### src/hdl/cda_pkg.sv
package cda_pkg;

  // Field widths of the date and the day count.
  localparam int YEAR_W  = 16;
  localparam int MONTH_W = 4;
  localparam int DAY_W   = 5;
  localparam int COUNT_W = 16;

  // Operation codes carried in the mode field.
  localparam logic MODE_LOAD = 1'b0;
  localparam logic MODE_ADD  = 1'b1;

  // Date that reset and a rejected load leave behind.
  localparam logic [YEAR_W-1:0]  RESET_YEAR  = 16'd1970;
  localparam logic [MONTH_W-1:0] RESET_MONTH = 4'd1;
  localparam logic [DAY_W-1:0]   RESET_DAY   = 5'd1;

  // Month codes that matter for month length and rollover.
  localparam logic [MONTH_W-1:0] MONTH_JAN = 4'd1;
  localparam logic [MONTH_W-1:0] MONTH_FEB = 4'd2;
  localparam logic [MONTH_W-1:0] MONTH_APR = 4'd4;
  localparam logic [MONTH_W-1:0] MONTH_JUN = 4'd6;
  localparam logic [MONTH_W-1:0] MONTH_SEP = 4'd9;
  localparam logic [MONTH_W-1:0] MONTH_NOV = 4'd11;
  localparam logic [MONTH_W-1:0] MONTH_DEC = 4'd12;

  localparam logic [DAY_W-1:0] DAYS_LEAP_FEB = 5'd29;
  localparam logic [DAY_W-1:0] DAYS_FEB      = 5'd28;
  localparam logic [DAY_W-1:0] DAYS_SHORT    = 5'd30;
  localparam logic [DAY_W-1:0] DAYS_LONG     = 5'd31;

  // Length of a month. Every year divisible by four is a leap year, with no
  // century rule, so only the two low bits of the year are needed.
  function automatic logic [DAY_W-1:0] month_length(input logic [1:0] yr_lo,
                                                     input logic [MONTH_W-1:0] mo);
    logic [DAY_W-1:0] len;
    unique case (mo) inside
      MONTH_FEB: len = (yr_lo == 2'b00) ? DAYS_LEAP_FEB : DAYS_FEB;
      MONTH_APR, MONTH_JUN, MONTH_SEP, MONTH_NOV: len = DAYS_SHORT;
      default: len = DAYS_LONG;
    endcase
    return len;
  endfunction

endpackage

### src/hdl/cda_if.sv
// Request channel into the block: one load or add operation.
interface cda_in_if;
  logic                          valid;
  logic                          ready;
  logic                          mode;
  logic [cda_pkg::YEAR_W-1:0]    year;
  logic [cda_pkg::MONTH_W-1:0]   month;
  logic [cda_pkg::DAY_W-1:0]     day;
  logic [cda_pkg::COUNT_W-1:0]   day_count;

  modport source (output valid, output mode, output year, output month,
                  output day, output day_count, input ready);
  modport sink   (input valid, input mode, input year, input month,
                  input day, input day_count, output ready);
endinterface

// Result channel out of the block: the stored date and status flags.
interface cda_out_if;
  logic                          valid;
  logic                          ready;
  logic [cda_pkg::YEAR_W-1:0]    cur_year;
  logic [cda_pkg::MONTH_W-1:0]   cur_month;
  logic [cda_pkg::DAY_W-1:0]     cur_day;
  logic                          load_rejected;
  logic                          year_wrapped;

  modport source (output valid, output cur_year, output cur_month, output cur_day,
                  output load_rejected, output year_wrapped, input ready);
  modport sink   (input valid, input cur_year, input cur_month, input cur_day,
                  input load_rejected, input year_wrapped, output ready);
endinterface

### src/hdl/calendar_date_add_days.sv
// A load request, or an add of zero days, shows its result in the cycle after acceptance.
// An add of N > 0 days walks the date in ST_ADD, one month per cycle, through the day adder and
// compare of the step unit, and shows its result once the rest of the count fits in the month.
// One request is in work at a time.
// Handshake: the next request is accepted at the same edge at which the result is taken.
// Reset (synchronous, rst_n low) sets the date to 1970-01-01 and empties the result register.
module calendar_date_add_days (
  input  logic            clk,
  input  logic            rst_n,
  cda_in_if.sink          in_ch,
  cda_out_if.source       out_ch
);

  typedef enum logic {
    ST_IDLE,
    ST_ADD
  } state_t;

  localparam logic [cda_pkg::YEAR_W-1:0] YEAR_MAX = '1;

  state_t                        state_r, state_nxt;
  logic                          out_valid_r, out_valid_nxt;
  logic [cda_pkg::YEAR_W-1:0]    year_r, year_nxt;
  logic [cda_pkg::MONTH_W-1:0]   month_r, month_nxt;
  logic [cda_pkg::DAY_W-1:0]     day_r, day_nxt;
  logic [cda_pkg::COUNT_W-1:0]   left_r, left_nxt;
  logic                          rej_r, rej_nxt;
  logic                          wrap_r, wrap_nxt;

  logic                          in_accept;
  logic                          load_ok;
  logic [cda_pkg::DAY_W-1:0]     load_len;
  logic [cda_pkg::DAY_W-1:0]     cur_len;
  logic [cda_pkg::COUNT_W:0]     day_sum;
  logic                          step_over;
  logic [cda_pkg::COUNT_W-1:0]   left_step;

  // A new request is taken when idle and the result register is free or draining.
  assign in_ch.ready = (state_r == ST_IDLE) && (!out_valid_r || out_ch.ready);
  assign in_accept   = in_ch.valid && in_ch.ready;

  // Validity check for a load request.
  assign load_len = cda_pkg::month_length(in_ch.year[1:0], in_ch.month);
  assign load_ok  = (in_ch.month >= cda_pkg::MONTH_JAN) && (in_ch.month <= cda_pkg::MONTH_DEC)
                    && (in_ch.day != '0) && (in_ch.day <= load_len);

  // Step unit: day add and compare against the current month length, and the count left after a month step.
  assign cur_len   = cda_pkg::month_length(year_r[1:0], month_r);
  assign day_sum   = {{(cda_pkg::COUNT_W + 1 - cda_pkg::DAY_W){1'b0}}, day_r}
                     + {1'b0, left_r};
  assign step_over = day_sum > {{(cda_pkg::COUNT_W + 1 - cda_pkg::DAY_W){1'b0}}, cur_len};
  assign left_step = left_r - cda_pkg::COUNT_W'(cur_len) + cda_pkg::COUNT_W'(day_r)
                     - cda_pkg::COUNT_W'(1);

  // Sequencer next-state logic.
  always_comb begin
    state_nxt     = state_r;
    out_valid_nxt = out_valid_r && !out_ch.ready;
    year_nxt      = year_r;
    month_nxt     = month_r;
    day_nxt       = day_r;
    left_nxt      = left_r;
    rej_nxt       = rej_r;
    wrap_nxt      = wrap_r;
    unique case (state_r)
      ST_IDLE: begin
        if (in_accept) begin
          rej_nxt  = 1'b0;
          wrap_nxt = 1'b0;
          if (in_ch.mode == cda_pkg::MODE_LOAD) begin
            out_valid_nxt = 1'b1;
            if (load_ok) begin
              year_nxt  = in_ch.year;
              month_nxt = in_ch.month;
              day_nxt   = in_ch.day;
            end else begin
              year_nxt  = cda_pkg::RESET_YEAR;
              month_nxt = cda_pkg::RESET_MONTH;
              day_nxt   = cda_pkg::RESET_DAY;
              rej_nxt   = 1'b1;
            end
          end else begin
            left_nxt = in_ch.day_count;
            if (in_ch.day_count == '0) begin
              out_valid_nxt = 1'b1;
            end else begin
              state_nxt = ST_ADD;
            end
          end
        end
      end
      ST_ADD: begin
        if (step_over) begin
          // Move to the first day of the next month.
          left_nxt = left_step;
          day_nxt  = cda_pkg::RESET_DAY;
          if (month_r >= cda_pkg::MONTH_DEC) begin
            month_nxt = cda_pkg::MONTH_JAN;
            if (year_r == YEAR_MAX) begin
              year_nxt = '0;
              wrap_nxt = 1'b1;
            end else begin
              year_nxt = year_r + cda_pkg::YEAR_W'(1);
            end
          end else begin
            month_nxt = month_r + cda_pkg::MONTH_W'(1);
          end
        end else begin
          // The rest of the count fits inside this month.
          day_nxt       = day_sum[cda_pkg::DAY_W-1:0];
          left_nxt      = '0;
          out_valid_nxt = 1'b1;
          state_nxt     = ST_IDLE;
        end
      end
      default: state_nxt = ST_IDLE;
    endcase
  end

  // State and registered outputs.
  always_ff @(posedge clk) begin
    if (!rst_n) begin
      state_r     <= ST_IDLE;
      out_valid_r <= 1'b0;
      year_r      <= cda_pkg::RESET_YEAR;
      month_r     <= cda_pkg::RESET_MONTH;
      day_r       <= cda_pkg::RESET_DAY;
      rej_r       <= 1'b0;
      wrap_r      <= 1'b0;
    end else begin
      state_r     <= state_nxt;
      out_valid_r <= out_valid_nxt;
      year_r      <= year_nxt;
      month_r     <= month_nxt;
      day_r       <= day_nxt;
      rej_r       <= rej_nxt;
      wrap_r      <= wrap_nxt;
    end
    left_r <= left_nxt;
  end

  // The result register holds the stored date and the flags of the last request.
  assign out_ch.valid         = out_valid_r;
  assign out_ch.cur_year      = year_r;
  assign out_ch.cur_month     = month_r;
  assign out_ch.cur_day       = day_r;
  assign out_ch.load_rejected = rej_r;
  assign out_ch.year_wrapped  = wrap_r;

  // A load request produces its result in the next cycle.
  a_load_result: assert property (@(posedge clk) disable iff (!rst_n)
    in_accept && (in_ch.mode == cda_pkg::MODE_LOAD) |=> out_valid_r)
    else $error("load request did not produce a result");

  // No result is shown and no request is taken while an add is still walking the date.
  a_no_result_in_add: assert property (@(posedge clk) disable iff (!rst_n)
    (state_r == ST_ADD) |-> !out_valid_r && !in_ch.ready)
    else $error("result or request handshake open during add");

  // A stalled result stays valid and keeps the stored date unchanged.
  a_stall_holds_date: assert property (@(posedge clk) disable iff (!rst_n)
    out_valid_r && !out_ch.ready |=> out_valid_r && $stable(year_r) && $stable(month_r)
                                     && $stable(day_r))
    else $error("stored date changed under a stalled result");

  // A rejected load always leaves the reset date.
  a_reject_date: assert property (@(posedge clk) disable iff (!rst_n)
    out_valid_r && rej_r |-> (year_r == cda_pkg::RESET_YEAR)
                             && (month_r == cda_pkg::RESET_MONTH)
                             && (day_r == cda_pkg::RESET_DAY) && !wrap_r)
    else $error("rejected load left a date other than the reset date");

  // While a result is shown, the stored date is a legal calendar date.
  a_date_legal: assert property (@(posedge clk) disable iff (!rst_n)
    out_valid_r |-> (month_r >= cda_pkg::MONTH_JAN) && (month_r <= cda_pkg::MONTH_DEC)
                    && (day_r != '0) && (day_r <= cur_len))
    else $error("stored date is not a legal date");

endmodule

### src/flat_wrapper.sv
// flat-port wrapper written by rule: the top's interface ports become plain ports
module calendar_date_add_days_flat 
  (clk, rst_n, in_ch_valid, in_ch_mode, in_ch_year, in_ch_month, in_ch_day, in_ch_day_count, in_ch_ready, out_ch_valid, out_ch_cur_year, out_ch_cur_month, out_ch_cur_day, out_ch_load_rejected, out_ch_year_wrapped, out_ch_ready);
  cda_in_if in_ch_i ();
  cda_out_if out_ch_i ();
  input  logic clk;
  input  logic rst_n;
  input wire logic [$bits(in_ch_i.valid)-1:0] in_ch_valid;
  input wire logic [$bits(in_ch_i.mode)-1:0] in_ch_mode;
  input wire logic [$bits(in_ch_i.year)-1:0] in_ch_year;
  input wire logic [$bits(in_ch_i.month)-1:0] in_ch_month;
  input wire logic [$bits(in_ch_i.day)-1:0] in_ch_day;
  input wire logic [$bits(in_ch_i.day_count)-1:0] in_ch_day_count;
  output wire logic [$bits(in_ch_i.ready)-1:0] in_ch_ready;
  output wire logic [$bits(out_ch_i.valid)-1:0] out_ch_valid;
  output wire logic [$bits(out_ch_i.cur_year)-1:0] out_ch_cur_year;
  output wire logic [$bits(out_ch_i.cur_month)-1:0] out_ch_cur_month;
  output wire logic [$bits(out_ch_i.cur_day)-1:0] out_ch_cur_day;
  output wire logic [$bits(out_ch_i.load_rejected)-1:0] out_ch_load_rejected;
  output wire logic [$bits(out_ch_i.year_wrapped)-1:0] out_ch_year_wrapped;
  input wire logic [$bits(out_ch_i.ready)-1:0] out_ch_ready;
  assign in_ch_i.valid = in_ch_valid;
  assign in_ch_i.mode = in_ch_mode;
  assign in_ch_i.year = in_ch_year;
  assign in_ch_i.month = in_ch_month;
  assign in_ch_i.day = in_ch_day;
  assign in_ch_i.day_count = in_ch_day_count;
  assign in_ch_ready = in_ch_i.ready;
  assign out_ch_valid = out_ch_i.valid;
  assign out_ch_cur_year = out_ch_i.cur_year;
  assign out_ch_cur_month = out_ch_i.cur_month;
  assign out_ch_cur_day = out_ch_i.cur_day;
  assign out_ch_load_rejected = out_ch_i.load_rejected;
  assign out_ch_year_wrapped = out_ch_i.year_wrapped;
  assign out_ch_i.ready = out_ch_ready;
  calendar_date_add_days u_core (.clk(clk), .rst_n(rst_n), .in_ch(in_ch_i), .out_ch(out_ch_i));
endmodule
### config.mk
export PLATFORM = sky130hd
export DESIGN_NAME = calendar_date_add_days_flat
export DESIGN_NICKNAME = d
export VERILOG_FILES = /design/src/hdl/cda_pkg.sv /design/src/hdl/cda_if.sv /design/src/hdl/calendar_date_add_days.sv /design/src/flat_wrapper.sv
export SDC_FILE = /design/constraint.sdc
export NUM_CORES = 1
export LEC_CHECK = 0
export BUFFER_PORTS_ARGS = -buffer_cell sky130_fd_sc_hd__clkbuf_2
export CAP_MARGIN = 0
export CORE_UTILIZATION = 40
export DETAILED_ROUTE_END_ITERATION = 10
export SYNTH_ARGS = -nofsm -noshare
export SYNTH_HDL_FRONTEND = slang
export SYNTH_SLANG_ARGS = --single-unit
export TNS_END_PERCENT = 20
### constraint.sdc
create_clock -name clk -period 8.8 [get_ports clk]
set_input_delay 0.88 -clock clk [delete_from_list [all_inputs] [get_ports clk]]
set_output_delay 0.88 -clock clk [all_outputs]
set_load 0.01 [all_outputs]
Yosys cells after proc, flatten, opt, wreduce, memory -nomap -nowiden:

Cells that the tools add are included.

* register bits after elaboration: 45
* output and inout port bits: 29
* ROM bits: 0
* memories kept: 0
* logic and storage cells: 101
* latch bits: 0
* memory bits (writable): 0
* input port bits: 46

* reduce and logical (&&, ||, !) cells: 21
* equal/unequal tests: 17
* bitwise logic cells: 1
* muxes and demuxes: 43
* divide/modulo/power cells: 0
* add/subtract/negate cells: 6
* magnitude comparators: 5
* multipliers: 0
* shifts and indexed selects: 0

Operators by type and width (number)
* $mux W16: 9
* $pmux W16 S2: 2
* $pmux W5 S2: 3
* $mux W4: 5
* $mux W5: 4
* $add A5 B16 Y17: 1
* $gt A17 B5 Y1: 1
* $add A16 B1 Y16 const B: 1
* $add A16 B5 Y16: 1
* $eq A16 B16 Y1 const B: 1
* $eq A4 B3 Y1 const B: 4
* $eq A4 B4 Y1 const B: 4
* $logic_not A16 Y1: 1
* $mux W1: 16
* $sub A16 B1 Y16 const B: 1
* $sub A16 B5 Y16: 1
* $ne A2 B2 Y1 const B: 5
* $eq A4 B2 Y1 const B: 2
* $pmux W4 S2: 1
* $reduce_and A4 Y1: 2
* $reduce_or A4 Y1: 2
* $logic_and A1 B1 Y1: 6
* $pmux W1 S2: 3
* $reduce_and A2 Y1: 3
* 12 further kinds: 14

Depth between registers and ports, before layout:

* depth after elaboration: 9
* mapped depth: 16
* mapped depth without buffers: 16

Worst setup path after synthesis:

Ideal clock, no wire load.

* path type: flip-flop to flip-flop
* start point: reg u_core.month_r (netlist bit u_core.out_ch.cur_month[0])
* end point: reg u_core.left_r[11] (netlist bit) (data pin)
* stages on the path, launching flop included: 17
* path slack: 5.423 ns
* buffers on the path: 0
* data arrival time: 3.120 ns
* data required time: 8.543 ns
* library setup time: 0.257 ns
* period minus slack after synthesis: 3.377 ns
* path through: dfxtp_1 inv_1 ha_1 o21ai_0 a21oi_1 nor2_1 inv_1 fa_1 ha_1 fa_1 nand2b_1 a21oi_1 o21a_1 o211a_1 nor2_1 o21ai_0 a32o_1

* word-level cells in the longest chain between the ends: 8
* elaborated cells on any way between the ends: 13
* classes of those cells: 3 x add/sub; 1 x order compare; 5 x eq/ne; 3 x mux; 1 x reduce/logical

RTL lines
* start: declaration: RTL line calendar_date_add_days.sv:24 `logic [cda_pkg::MONTH_W-1:0] month_r, month_nxt;`
* start signal: assignment: RTL line calendar_date_add_days.sv:126 `month_r <= cda_pkg::RESET_MONTH;`
* start signal: assignment: RTL line calendar_date_add_days.sv:134 `month_r <= month_nxt;`
* $eq A4 B4 Y1 / $eq A4 B3 Y1 (equally long branches): RTL line calendar_date_add_days.sv:48 `assign cur_len = cda_pkg::month_length(year_r[1:0], month_r);`
* $reduce_or A4 Y1: RTL line cda_pkg.sv:37 `unique case (mo) inside`
* $pmux W5 S2 (*): RTL line cda_pkg.sv:37
* $sub A16 B5 Y16: RTL line calendar_date_add_days.sv:52 `assign left_step = left_r - cda_pkg::COUNT_W'(cur_len) + cda_pkg::COUNT_W'(day_r)`
* $add A16 B5 Y16: RTL line calendar_date_add_days.sv:52
* $sub A16 B1 Y16: RTL line calendar_date_add_days.sv:53 `- cda_pkg::COUNT_W'(1);`
* $mux W16 (*): RTL line calendar_date_add_days.sv:93 `if (step_over) begin`
* $pmux W16 S2 (*): RTL line calendar_date_add_days.sv:65 `unique case (state_r)`
* named net u_core.left_nxt (one bit): RTL line calendar_date_add_days.sv:26 `logic [cda_pkg::COUNT_W-1:0] left_r, left_nxt;`
* end signal: assignment: RTL line calendar_date_add_days.sv:139 `left_r <= left_nxt;`
* end: declaration: RTL line calendar_date_add_days.sv:26

The timed path passes the listed nets; every way through them passes the cells marked *.
A chain may end at the register's enable or synchronous reset.

Worst setup path in the final report:

* start point: reg u_core.month_r (netlist bit u_core.out_ch.cur_month[0])
* end point: reg u_core.year_r (netlist bit u_core.out_ch.cur_year[12])

* word-level cells in the longest chain between the ends: 6
* elaborated cells on any way between the ends: 12
* classes of those cells: 2 x order compare; 7 x eq/ne; 1 x mux; 2 x reduce/logical

RTL lines
* $eq A4 B4 Y1 / $eq A4 B3 Y1 (equally long branches): RTL line calendar_date_add_days.sv:48
* $reduce_or A4 Y1: RTL line cda_pkg.sv:37
* $pmux W5 S2: RTL line cda_pkg.sv:37
* $gt A17 B5 Y1: RTL line calendar_date_add_days.sv:51 `assign step_over = day_sum > {{(cda_pkg::COUNT_W + 1 - cda_pkg::DAY_W){1'b0}}, cur_len};`
* $ne A2 B2 Y1 (no line)
* $reduce_and A4 Y1 (no line) (*)
* end signal: assignment: RTL line calendar_date_add_days.sv:125 `year_r <= cda_pkg::RESET_YEAR;`
* end signal: assignment: RTL line calendar_date_add_days.sv:133 `year_r <= year_nxt;`
* end: declaration: RTL line calendar_date_add_days.sv:23 `logic [cda_pkg::YEAR_W-1:0] year_r, year_nxt;`

Mark *: on every way between the ends. The rest lies on a longest branch, timed or not.

==> results.toml <==
[run_status]
outcome = "finished, final reports clean"

[finish]
final_net_count = 640
antennaDiodeCount = 0
num-fill-cells = 1022
drive_above_1_share = 0.185
areaGrowthSynthToFinish_pct = 14.5

[route]
drt.antenna.violating_nets = 0
routedWlPerCell_um = 17.2
detail_route.iter0.violations = 225
via_per_inst = 5.82
routed_wl_um = 11800
drt_pre_antenna_iters = 4
total_via_count_in_the_routed_design = 3973
post-route-drc-count = 0

[logic_synthesis]
synth_area_per_cell_um2 = 8.44
postSynth.asyncResetShare = 0
yosys_register_bits = 45
synth_ff_type = "dfxtp_1"
synth_enable_flop_cells = 16
synth_compound_area_frac = 0.275
yosys.area_share.adder = 0.148
synthMuxAreaShare = 0.00740
post_synth_num_cell_types = 79
synth_simple_gate_area_frac = 0.207
largest_family_of_logic_cells_by_synthesized_area = "compound AO/OA/AOI/OAI gates"
yosysWarnings = 0
synth_sequential_area_ratio = 0.261
post_syn_area_um2 = 4060
synth_xor_xnor_area_share = 0.0388
syn_inst = 481
syn_nets = 572

[worst_setup_path]
type_of_origin_of_the_critical_path = "register"
arrival_ps = 4040
critical_path.endpoint_type = "register"
setup.worst_path.class = "register to register"
worst_path_max_fanout = 27
worst-endpoint-required_ps = 9050

[timing]
tightest_slew_ps = 1100
period_share = 0.431
finClkSkew_ps = 6.91
timing.final.ws_setup_ps = 5000
grt_setup_unrepaired = "false"
fmax_mhz = 263
max_slew_vio_count = 0
min_period_ps = 3800
timing.setup.tns_ps = 0
finalHoldViolCount = 0
timing.max_slew.rel_slack = 0.262
report.final.setup_viol = 0

[pwr]
power.density_cell_area_nw_per_um2 = 148
total_leakage_power_nw = 1.97
switching_share = 0.381
seqPwrFrac = 0.386
share_comb_of_total_power = 0.398
internal_power_mw = 0.426
switchingPower_mw = 0.262
vdd_ir_drop_max_mv = 0.0638
power_frac_clock = 0.215
totalPowerFinal_mw = 0.688

[global_route]
grt_first_pass_wirelength_um = 18900
gr_peak_layer = "met2"
antenna_found_initial = 0
grt.met2_usage = 0.383
track_usage = 0.229
grt_max_degree = 37
number_of_global_route_vias_before_repair = 3708
globalRouteOverflowTotal = 0
met1_usage = 0.314
use_met3 = 0.0339

[placed_design]
place_hpwl_um = 8770
place_congestion = 0.844
placement.io_buffers = 74
pre_cts_ws_ps = 4970

[die]
floorplan.die.width_um = 103
design.core.area_um2 = 9820
dieArea_um2 = 10600
placementRows = 36
fp.dieH_um = 103
ioPinCount = 75
initial_core_util = 0.413

[clock_network]
cts.repair.resized = 0
clock_root_buffer = "clkbuf_8"
worst_setup_hold_path_clk_slew_ps = 90
worstSkewPairLatency_ps = 310
post-cts-setup-buffer-count = 0
h_tree_depth_reported_by_cts = 2
tritoncts = "built"
clock-sinks = 45
cts_made_buffers = 5
cts.path.max_buffers = 2
count_of_hold_buffers_inserted_by_post_cts_repair = 0

[min_path]
hp-class = "register to register"

[run]
drv.max_cap_violation_count = 0
## path summary, 6_finish.rpt
check	depth (start not counted)	end	startpoint	slack, ps
min	2	u_core.out_ch.cur_year[14]	u_core.out_ch.cur_year[14]	510
max	13	u_core.out_ch.cur_year[12]	u_core.out_ch.cur_month[0]	5000
min reg2reg	2	u_core.out_ch.cur_year[14]	u_core.out_ch.cur_year[14]	510
max reg2reg	13	u_core.out_ch.cur_year[12]	u_core.out_ch.cur_month[0]	5000
## sequential cells by signal, summed over array words and instances (netlist names)
name and count:
u_core.left_r 16, u_core.out_ch.cur_day 5, u_core.out_ch.cur_month 4, u_core.out_ch.cur_year 16
u_core.out_ch.load_rejected 1, u_core.out_ch.valid 1, u_core.out_ch.year_wrapped 1, u_core.state_r 1
## critical path, cell delays in order, from the launching register on
cell and delay, ps:
dfxtp_1 430, inv_1 110, ha_1 230, o21ai_0 150, a21oi_1 90, nor2_1 160, inv_1 70, fa_1 520
nor3_1 60, o2111ai_1 190, o221a_2 250, and4_1 840, nand2b_4 410, o221a_1 220
## cells in the mapped netlist, drive strengths merged (6+ instances only)
cell type  number  area [um^2]
a22o            7         61.3
edfxtp         16          480
a211oi         10         75.1
nor2           36          135
nor3           16         80.1
nand3          15         75.1
and3            6         37.5
ha             40          500
a21oi          22          114
or3             6         37.5
dfxtp          29          581
nand2b          6         45.0
nand4           8         56.3
inv            42          158
o21ai          32          160
o211ai          9         72.6
clkbuf         13         48.8
o31ai           6         50.1
nand2          30          113
nor4            7         43.8
xnor2          14          123
o2bb2ai         6         52.6
## power groups by stage
stage	clock (mW)	sequential [mW]	combinational, mW
final	0.148	0.266	0.274
after global routing	0.160	0.269	0.304
after CTS	0.151	0.265	0.272
after detailed placement	0	0.270	0.270
after global placement	0	0.270	0.269
after floorplan	0	0.268	0.190
## kinds of logic (layout without fill, tap and decap cells)
family | count (synthesis) | count (layout)
AND/OR/NAND/NOR | 158 | 158
multiplexers | 3 | 3
adder cells (fa/ha/maj) | 45 | 45
buffers and inverters | 62 | 131
XOR/XNOR | 18 | 18
AO/OA/AOI/OAI | 150 | 150
flip-flops | 45 | 45
## through the flow
stage | cells | hold WS (ps) | cell area [um^2] | utilization
after detailed placement | 675 | 495 | 4540 | 0.463
after global routing | 683 | 545 | 4650 | 0.473
after floorplan | 481 | 494 | 4060 | -
after global placement | 675 | 487 | 4540 | 0.463
final | 683 | 510 | 4650 | 0.473
after CTS | 683 | 509 | 4650 | 0.473
## final cells by class
type	instances	area (um^2)	share of cell area
tap	133	166	0.0358
timing repair buffer	79	408	0.0878
inverter	44	165	0.0355
multi-input combinational	374	2740	0.590
clock buffer	7	97.6	0.0210
sequential	45	1060	0.228
clock inverter	1	5.00	0.00108
## routing by layer
| layer | vias up | routed length [um] |
|---|---|---|
| met5 | - | 0 |
| met4 | 0 | 111 |
| met3 | 10 | 636 |
| met2 | 114 | 5520 |
| met1 | 1902 | 5520 |
| li1 | 1947 | - |
## placed cells by master (no fill, tap or decap), drive strengths merged, types with 7 or more instances in the layout
master,synthesis,layout
o21ai,32,32
nor3,16,16
nand3,15,15
nor4,7,7
a21oi,22,22
a211oi,10,10
a22o,7,7
nand4,8,8
nor2,36,36
edfxtp,16,16
dfxtp,29,29
nand2,30,30
o211ai,9,9
inv,42,42
clkbuf,13,81
xnor2,14,14
ha,40,40
No activity file was read; power rests on OpenSTA's default activity.
